===== src/rtl/core/lsm_pkg.sv =====
`default_nettype none

package lsm_pkg;

    // stream item codes
    localparam logic KIND_DATA = 1'b0;
    localparam logic KIND_END  = 1'b1;

    localparam logic [7:0] NEWLINE_BYTE = 8'd10;

    // configuration port
    localparam int CFG_IDX_W  = 3;
    localparam int CFG_DATA_W = 64;
    localparam logic [CFG_IDX_W-1:0] CFG_PAT_0_7   = 3'd0;
    localparam logic [CFG_IDX_W-1:0] CFG_PAT_8_15  = 3'd1;
    localparam logic [CFG_IDX_W-1:0] CFG_PAT_16_23 = 3'd2;
    localparam logic [CFG_IDX_W-1:0] CFG_PAT_24_31 = 3'd3;
    localparam logic [CFG_IDX_W-1:0] CFG_PAT_LEN   = 3'd4;

    localparam int PAT_REGS  = 4;
    localparam int PAT_BYTES = 8 * PAT_REGS;
    localparam int PAT_SEL_W = $clog2(PAT_BYTES);
    localparam int PLEN_W    = 6;

    localparam int LINE_LEN_W = 12;

    // result queue
    localparam int FIFO_DEPTH = 4;
    localparam int FIFO_PTR_W = $clog2(FIFO_DEPTH);
    localparam int FIFO_CNT_W = $clog2(FIFO_DEPTH + 1);

    typedef struct packed {
        logic       kind;
        logic [7:0] data_byte;
    } in_item_t;

    typedef struct packed {
        logic                  is_stream_end;
        logic                  line_matched;
        logic [LINE_LEN_W-1:0] line_length;
        logic                  stream_found;
    } result_item_t;

    // up to two results per item, first one always used when second is
    typedef struct packed {
        logic         push_first;
        logic         push_second;
        result_item_t first;
        result_item_t second;
    } push_t;

endpackage

`default_nettype wire


===== src/rtl/core/line_substring_matcher.sv =====
// An accepted byte item is staged in the input register; when it leaves that register its
// results are written into the result queue, and result_valid follows the queue count.
// Throughput: one item per cycle; the input register waits while the 4-entry result
// queue has fewer than two free entries (end of stream may push a line and a summary).
// Reset: rst_n is asynchronous, active low; it clears the pattern registers, the line
// count, hit flags and the queue. No clearing pass is needed.
`default_nettype none

module line_substring_matcher
    import lsm_pkg::*;
#(
    parameter int MAX_LINE    = 4096,
    parameter int PATTERN_MAX = 32
)
(
    input  wire logic                    clk,
    input  wire logic                    rst_n,

    // byte stream in
    input  wire logic                    data_valid,
    output logic                         data_ready,
    input  wire in_item_t                data_item,

    // line verdicts and stream summaries out
    output logic                         result_valid,
    input  wire logic                    result_ready,
    output result_item_t                 result_item,

    // pattern registers, write only
    input  wire logic                    cfg_we,
    input  wire logic [CFG_IDX_W-1:0]    cfg_index,
    input  wire logic [CFG_DATA_W-1:0]   cfg_data
);

    localparam int LEN_W = $clog2(PATTERN_MAX + 1);

    // pattern aligned to the byte window: lane i is compared against the
    // byte that arrived i bytes ago
    logic [PATTERN_MAX-1:0][7:0] lane_pat;
    logic [PATTERN_MAX-1:0]      lane_used;
    logic [LEN_W-1:0]            alen;
    logic                        room;
    push_t                       push;

    lsm_pattern #(
        .PATTERN_MAX (PATTERN_MAX)
    ) u_pattern (
        .clk       (clk),
        .rst_n     (rst_n),
        .cfg_we    (cfg_we),
        .cfg_index (cfg_index),
        .cfg_data  (cfg_data),
        .lane_pat  (lane_pat),
        .lane_used (lane_used),
        .alen      (alen)
    );

    // input register, byte window, line counter and sticky hit flags;
    // the whole window compare is done in the cycle the item leaves the
    // input register
    lsm_line #(
        .MAX_LINE    (MAX_LINE),
        .PATTERN_MAX (PATTERN_MAX)
    ) u_line (
        .clk        (clk),
        .rst_n      (rst_n),
        .data_valid (data_valid),
        .data_ready (data_ready),
        .data_item  (data_item),
        .lane_pat   (lane_pat),
        .lane_used  (lane_used),
        .alen       (alen),
        .room       (room),
        .push       (push)
    );

    // result queue decouples output stalls from the byte stream
    lsm_out_fifo u_out_fifo (
        .clk          (clk),
        .rst_n        (rst_n),
        .push         (push),
        .room         (room),
        .result_valid (result_valid),
        .result_ready (result_ready),
        .result_item  (result_item)
    );

endmodule

`default_nettype wire


===== src/rtl/core/lsm_pattern.sv =====
`default_nettype none

module lsm_pattern
    import lsm_pkg::*;
#(
    parameter int PATTERN_MAX = 32
)
(
    input  wire logic                              clk,
    input  wire logic                              rst_n,
    input  wire logic                              cfg_we,
    input  wire logic [CFG_IDX_W-1:0]              cfg_index,
    input  wire logic [CFG_DATA_W-1:0]             cfg_data,
    output logic [PATTERN_MAX-1:0][7:0]            lane_pat,
    output logic [PATTERN_MAX-1:0]                 lane_used,
    output logic [$clog2(PATTERN_MAX+1)-1:0]       alen
);

    localparam int LEN_W = $clog2(PATTERN_MAX + 1);

    logic [PAT_REGS-1:0][CFG_DATA_W-1:0] pat_reg;
    logic [PLEN_W-1:0]                   plen_reg;
    logic [PAT_BYTES-1:0][7:0]           pat_bytes;

    // byte j of the pattern, zero past the register file
    function automatic logic [7:0] pick_byte(input logic [PAT_BYTES-1:0][7:0] pb,
                                             input int j);
        logic [PAT_SEL_W-1:0] sel;
        logic [7:0]           val;
        begin
            sel = PAT_SEL_W'(j);
            val = 8'd0;
            if (j >= 0 && j < PAT_BYTES)
                val = pb[sel];
            return val;
        end
    endfunction

    always_ff @(posedge clk or negedge rst_n)
    begin
        if (!rst_n)
        begin
            pat_reg  <= '0;
            plen_reg <= '0;
        end
        else if (cfg_we)
        begin
            unique case (cfg_index)
                CFG_PAT_0_7:   pat_reg[0] <= cfg_data;
                CFG_PAT_8_15:  pat_reg[1] <= cfg_data;
                CFG_PAT_16_23: pat_reg[2] <= cfg_data;
                CFG_PAT_24_31: pat_reg[3] <= cfg_data;
                CFG_PAT_LEN:   plen_reg   <= cfg_data[PLEN_W-1:0];
                default:       ;
            endcase
        end
    end

    assign pat_bytes = pat_reg;

    // clamp to the window size
    always_comb
    begin
        if (32'(plen_reg) > 32'(PATTERN_MAX))
            alen = LEN_W'(PATTERN_MAX);
        else
            alen = LEN_W'(plen_reg);
    end

    // lane i holds the newest-minus-i byte; it must equal pattern[alen-1-i]
    always_comb
    begin
        for (int i = 0; i < PATTERN_MAX; i++)
        begin
            lane_used[i] = (i < int'(alen));
            lane_pat[i]  = pick_byte(pat_bytes, int'(alen) - 1 - i);
        end
    end

endmodule

`default_nettype wire


===== src/rtl/core/lsm_line.sv =====
`default_nettype none

module lsm_line
    import lsm_pkg::*;
#(
    parameter int MAX_LINE    = 4096,
    parameter int PATTERN_MAX = 32
)
(
    input  wire logic                              clk,
    input  wire logic                              rst_n,
    input  wire logic                              data_valid,
    output logic                                   data_ready,
    input  wire in_item_t                          data_item,
    input  wire logic [PATTERN_MAX-1:0][7:0]       lane_pat,
    input  wire logic [PATTERN_MAX-1:0]            lane_used,
    input  wire logic [$clog2(PATTERN_MAX+1)-1:0]  alen,
    input  wire logic                              room,
    output push_t                                  push
);

    localparam int CNT_W = $clog2(MAX_LINE);

    logic                          in_valid_reg, in_valid_next;
    in_item_t                      in_item_reg;
    logic [PATTERN_MAX-1:0][7:0]   window_reg, window_next;
    logic [CNT_W-1:0]              count_reg, count_next;
    logic                          hit_reg, hit_next;
    logic                          any_reg, any_next;

    logic                          advance;
    logic                          is_nl;
    logic                          full;
    logic [CNT_W-1:0]              cnt_app;
    logic [PATTERN_MAX-1:0][7:0]   win_new;
    logic [PATTERN_MAX-1:0]        lane_ok;
    logic                          match;
    logic                          line_m;
    result_item_t                  line_res;
    result_item_t                  sum_res;

    // staged item moves on only if the queue can take two results
    assign advance       = in_valid_reg && room;
    assign data_ready    = !in_valid_reg || advance;
    assign in_valid_next = (data_valid && data_ready) ? 1'b1 :
                           (advance ? 1'b0 : in_valid_reg);

    always_ff @(posedge clk or negedge rst_n)
    begin
        if (!rst_n)
        begin
            in_valid_reg <= 1'b0;
            count_reg    <= '0;
            hit_reg      <= 1'b0;
            any_reg      <= 1'b0;
        end
        else
        begin
            in_valid_reg <= in_valid_next;
            count_reg    <= count_next;
            hit_reg      <= hit_next;
            any_reg      <= any_next;
        end
    end

    // window contents past the line start are never compared
    always_ff @(posedge clk)
    begin
        if (data_valid && data_ready)
            in_item_reg <= data_item;
        window_reg <= window_next;
    end

    assign is_nl   = (in_item_reg.data_byte == NEWLINE_BYTE);
    assign full    = (count_reg >= CNT_W'(MAX_LINE - 1));
    assign cnt_app = full ? CNT_W'(1) : count_reg + CNT_W'(1);

    always_comb
    begin
        win_new[0] = in_item_reg.data_byte;
        for (int i = 1; i < PATTERN_MAX; i++)
            win_new[i] = window_reg[i-1];
        for (int i = 0; i < PATTERN_MAX; i++)
            lane_ok[i] = !lane_used[i] || (win_new[i] == lane_pat[i]);
    end

    assign match = (alen != '0) && (32'(cnt_app) >= 32'(alen)) && (&lane_ok);
    assign line_m = hit_reg || (alen == '0);

    always_comb
    begin
        line_res.is_stream_end = 1'b0;
        line_res.line_matched  = line_m;
        line_res.line_length   = LINE_LEN_W'(count_reg);
        line_res.stream_found  = any_reg || line_m;

        sum_res.is_stream_end  = 1'b1;
        sum_res.line_matched   = 1'b0;
        sum_res.line_length    = '0;
        sum_res.stream_found   = any_reg || ((count_reg != '0) && line_m);
    end

    always_comb
    begin
        window_next      = window_reg;
        count_next       = count_reg;
        hit_next         = hit_reg;
        any_next         = any_reg;
        push.push_first  = 1'b0;
        push.push_second = 1'b0;
        push.first       = line_res;
        push.second      = sum_res;

        if (advance)
        begin
            if (in_item_reg.kind == KIND_DATA)
            begin
                if (is_nl || full)
                begin
                    push.push_first = 1'b1;
                    any_next        = any_reg || line_m;
                    count_next      = '0;
                    hit_next        = 1'b0;
                end
                if (!is_nl)
                begin
                    window_next = win_new;
                    count_next  = cnt_app;
                    hit_next    = (hit_reg && !full) || match;
                end
            end
            else
            begin
                push.push_first = 1'b1;
                if (count_reg != '0)
                    push.push_second = 1'b1;
                else
                    push.first = sum_res;
                count_next = '0;
                hit_next   = 1'b0;
                any_next   = 1'b0;
            end
        end
    end

`ifndef SYNTHESIS
    a_stream_end_clears: assert property (@(posedge clk) disable iff (!rst_n)
        advance && (in_item_reg.kind == KIND_END)
        |=> (count_reg == '0) && !hit_reg && !any_reg)
        else $error("line state not cleared after end of stream");

    a_count_bound: assert property (@(posedge clk) disable iff (!rst_n)
        32'(count_reg) <= 32'(MAX_LINE - 1))
        else $error("line byte count past maximum line length");
`endif

endmodule

`default_nettype wire


===== src/rtl/core/lsm_out_fifo.sv =====
`default_nettype none

module lsm_out_fifo
    import lsm_pkg::*;
(
    input  wire logic         clk,
    input  wire logic         rst_n,
    input  wire push_t        push,
    output logic              room,
    output logic              result_valid,
    input  wire logic         result_ready,
    output result_item_t      result_item
);

    result_item_t                mem_reg [FIFO_DEPTH];
    logic [FIFO_PTR_W-1:0]       wr_reg, wr_next;
    logic [FIFO_PTR_W-1:0]       rd_reg, rd_next;
    logic [FIFO_CNT_W-1:0]       count_reg, count_next;
    logic                        pop;
    logic [FIFO_CNT_W-1:0]       n_push;

    assign room         = (count_reg <= FIFO_CNT_W'(FIFO_DEPTH - 2));
    assign result_valid = (count_reg != '0);
    assign result_item  = mem_reg[rd_reg];
    assign pop          = result_valid && result_ready;

    assign n_push     = FIFO_CNT_W'(push.push_first) + FIFO_CNT_W'(push.push_second);
    assign wr_next    = wr_reg + FIFO_PTR_W'(n_push);
    assign rd_next    = rd_reg + FIFO_PTR_W'(pop);
    assign count_next = count_reg + n_push - FIFO_CNT_W'(pop);

    always_ff @(posedge clk or negedge rst_n)
    begin
        if (!rst_n)
        begin
            wr_reg    <= '0;
            rd_reg    <= '0;
            count_reg <= '0;
        end
        else
        begin
            wr_reg    <= wr_next;
            rd_reg    <= rd_next;
            count_reg <= count_next;
        end
    end

    always_ff @(posedge clk)
    begin
        if (push.push_first)
            mem_reg[wr_reg] <= push.first;
        if (push.push_second)
            mem_reg[wr_reg + FIFO_PTR_W'(1)] <= push.second;
    end

`ifndef SYNTHESIS
    a_count_bound: assert property (@(posedge clk) disable iff (!rst_n)
        count_reg <= FIFO_CNT_W'(FIFO_DEPTH))
        else $error("result queue overflow");

    a_second_needs_first: assert property (@(posedge clk) disable iff (!rst_n)
        push.push_second |-> push.push_first)
        else $error("second result pushed without first");

    a_push_has_room: assert property (@(posedge clk) disable iff (!rst_n)
        push.push_first |-> (count_reg <= FIFO_CNT_W'(FIFO_DEPTH - 2)))
        else $error("results pushed without room for two");
`endif

endmodule

`default_nettype wire

===== config.mk =====
export PLATFORM = sky130hd
export DESIGN_NAME = line_substring_matcher
export DESIGN_NICKNAME = d
export VERILOG_FILES = /design/src/rtl/core/lsm_pkg.sv /design/src/rtl/core/line_substring_matcher.sv /design/src/rtl/core/lsm_pattern.sv /design/src/rtl/core/lsm_line.sv /design/src/rtl/core/lsm_out_fifo.sv
export SDC_FILE = /design/constraint.sdc
export NUM_CORES = 2
export LEC_CHECK = 0
export BUFFER_PORTS_ARGS = -buffer_cell sky130_fd_sc_hd__buf_2
export CORE_UTILIZATION = 50
export DETAILED_ROUTE_END_ITERATION = 8
export HOLD_SLACK_MARGIN = 0.02
export PLACE_DENSITY_LB_ADDON = 0.08
export SKIP_CTS_REPAIR_TIMING = 1
export SLEW_MARGIN = 10
export SYNTH_ARGS = -nofsm -noshare
export SYNTH_HDL_FRONTEND = slang
export SYNTH_SLANG_ARGS = --single-unit

===== constraint.sdc =====
create_clock -name clk -period 25.4 [get_ports clk]
set_clock_uncertainty 0.2 [all_clocks]
set_input_delay 1.27 -clock clk [delete_from_list [all_inputs] [get_ports clk]]
set_output_delay 1.27 -clock clk [all_outputs]
set_load 0.01 [all_outputs]

==> run summary <==
CP bufs+invs -> 4
cell types occupying the most area after synthesis -> edfxtp_1 15%, dfrtp_1 13%, mux4_2 12%, mux2_2 7.8%, mux2i_1 7.2%
Crit-path slowest cell -> dfrtp_4
fill count -> 9,197
die width -> 327 um
Starting DRT DRC Count -> 8,097
Top delay family on crit path -> simple AND/OR/NAND/NOR gates
Area Overhead vs Synth -> 8.15%
Synthesized Nets -> 5,516
Hold Startpoint -> u_out_fifo.mem_reg[1][3]
Synth async-reset ratio -> 0.473
share of layout cells above drive strength 1 -> 0.212
starting density of the core -> 0.507
Mapped Cells -> 5,159
Syn Area/Cell -> 10.2 um2
Lkg Pwr -> 21.5 nW
drt drc -> 0
CP arrival -> 9.17 ns
R2R depth -> 24
area occupied by multi-input gates -> 34,900 um2
vias in the first global route -> 44,700
Die H -> 327 um
register area -> 16,100 um2
post-synth top area cell -> edfxtp_1
Die ar. -> 107,000 um2
CTS Root Cell -> clkbuf_16
most common cell in the synthesized netlist -> nand2_1
first drt pass iteration count -> 8
Post-synth EDFFs -> 261
status -> completed
core area -> 104,000 um2
Skew-Pair Late Insertion Delay -> 0.68 ns
crit-path cells -> or4_1, buf_4, nor2_2, buf_4, clkinv_1, buf_4, ha_1, o21ai_0, ha_1, o21ai_0, ha_1, nor4b_1, nand4_1, nor4_1, and3_1, nand3b_1, nor3_1, a41oi_1, a22oi_1, nand3_1, or4b_1, a21oi_1, o221ai_1, o31ai_1
Final ANT Viol Nets -> 0
CTS Buf Count -> 72
number of port buffers -> 97
DPL Wire Length -> 197 mm
Peak supply drop -> 86.2 uV
Final Cycle Share -> 0.347
All-Layer GR Usage -> 0.470
H-Tree Depth -> 3
CP peak stage delay -> 0.73 ns
CTS tree -> yes
global route overflow -> 0
pwr/cell area -> 145 nW/um2
Reg clk slew, reported paths -> 0.07 ns
Largest register FFs -> 256
Vias/cell -> 7.55
Min-Delay Path Depth -> 2
worst hold path type -> reg -> reg
I/O Pins -> 98
Site Rows -> 118
Tightest Pin Transition -> 1.38 ns
Final Hold Fails -> 0
post-synth cell types -> 104
register area share after synthesis -> 0.304
max cap viols -> 0
register bit count reported by yosys -> 601
RSZ-0062 raised after global routing -> false
largest net degree at the start of global routing -> 129
Setup-failing EPs final -> 0
via count -> 49,300
Critical R2R Launch -> u_pattern.plen_reg[1]
Setup Crit Path Kind -> reg -> reg
Slew Limit Fails -> 0
initial antenna violation count -> 14
maximum buffer depth of the clock tree -> 3
drt total wl -> 256 mm
Final Util -> 0.549
endpoint class of the critical path -> flop
Placer Congestion -> 1.15
clk sink count -> 601
startpoint types -> flop
Worst EP required -> 25.75 ns
Max Clock Freq -> 0.113 GHz
Post-synth top cells -> 412 x nand2_1, 382 x mux2i_1, 368 x mux2_2
global-route wire length before repair -> 353 mm
nets -> 5,449
top_reg_cell synth -> dfrtp_1
yosys warns -> 0
Mapped Area -> 52,800 um2
R2R Path End -> u_line.hit_reg
TNS Setup -> 0 ns
area share of the largest cell type after synthesis -> 0.148
worst-path maximum fanout -> 49
r2r setup slk -> 16.58 ns
Rel. slew slack -> 0.0541
Worst Hold End -> u_out_fifo.mem_reg[1][3]
Tmin final -> 8.82 ns
wire length per cell -> 39.3 um
-- how the worst max path moves through the flow --
stage                     end  slack (ns)                   from  depth (start not counted)
2_1_floorplan  u_line.hit_reg       11.79  u_line.in_item_reg[3]                         10
3_3_place_gp   u_line.hit_reg       17.24  u_pattern.plen_reg[1]                         23
3_5_place_dp   u_line.hit_reg       17.12  u_pattern.plen_reg[1]                         23
4_1_cts        u_line.hit_reg       17.08  u_pattern.plen_reg[1]                         24
5_1_grt        u_line.hit_reg       16.39  u_pattern.plen_reg[1]                         24
6_report       u_line.hit_reg       16.58  u_pattern.plen_reg[1]                         24
-- metal layers --
layer | up-vias | track usage | wire length, um
met5 | - | 0 | 53
li1 | 20200 | - | -
met3 | 884 | 0.161 | 33200
met2 | 3686 | 0.656 | 104000
met4 | 10 | 0.354 | 23900
met1 | 24500 | 0.599 | 95500
-- stage by stage --
stage                     setup slack (ns)  power [mW]  hold WS, ns  std cells  instance area, um2
after floorplan                      11.79        4.72        0.226       5159               52800
after global placement               17.24        6.80        0.239       6398               54600
after detailed placement             17.12        6.85        0.246       6398               54600
after CTS                            17.08        7.94        0.254       6525               57100
after global routing                 16.39        8.40        0.274       6526               57100
final                                16.58        8.29        0.254       6530               57100
-- tightest hold or removal path, stage by stage, from the launching register on --
cell	delay, ns
dfxtp_1	0.31
nand2_1	0.05
a21oi_1	0.05
-- placed cells by master (no fill, tap or decap), types with 64 or more instances in the layout --
cell type | synthesis | layout
nand2_1 | 412 | 412
mux2i_1 | 382 | 378
mux2_2 | 368 | 368
dfrtp_1 | 284 | 280
ha_1 | 275 | 272
mux4_2 | 270 | 270
nor2_1 | 272 | 266
edfxtp_1 | 261 | 261
o21ai_0 | 239 | 238
a21oi_1 | 204 | 204
buf_4 | 26 | 133
nand4_1 | 121 | 121
o22ai_1 | 119 | 119
nand3_1 | 115 | 113
buf_2 | 111 | 96
inv_1 | 94 | 91
nor3_1 | 92 | 89
o211ai_1 | 85 | 85
a22oi_1 | 81 | 81
xor2_1 | 74 | 74
clkbuf_16 | 0 | 73
xnor2_1 | 67 | 64
-- power breakdown --
group          total (mW)  switching [mW]  leakage [nW]  internal, mW
Combinational        5.55            3.73          14.0          1.82
Sequential           1.66           0.370          6.29          1.28
Clock                1.08           0.458          1.17         0.627
-- cell type report --
type	count	area share
clock buffer	92	0.0345
timing repair buffer	231	0.0265
tap	1380	0.0302
multi-input combinational	4082	0.612
inverter	104	0.00712
sequential	601	0.282
antenna	5	0.000219
clock inverter	35	0.00815
-- cell families (layout without fill, tap and decap cells) --
group,Yosys count,in the layout,share of synthesized area
AOI/OAI and AO/OA,1178,1178,0.151
xor gates and xnor gates,146,146,0.0249
adders and majority gates,276,276,0.0655
buffers and inverters,476,462,0.0397
DFF,601,601,0.304
muxes,1021,1021,0.267
other,0,5,0
and+or+nand+nor,1461,1461,0.148
(Power assumes the default switching activity.)
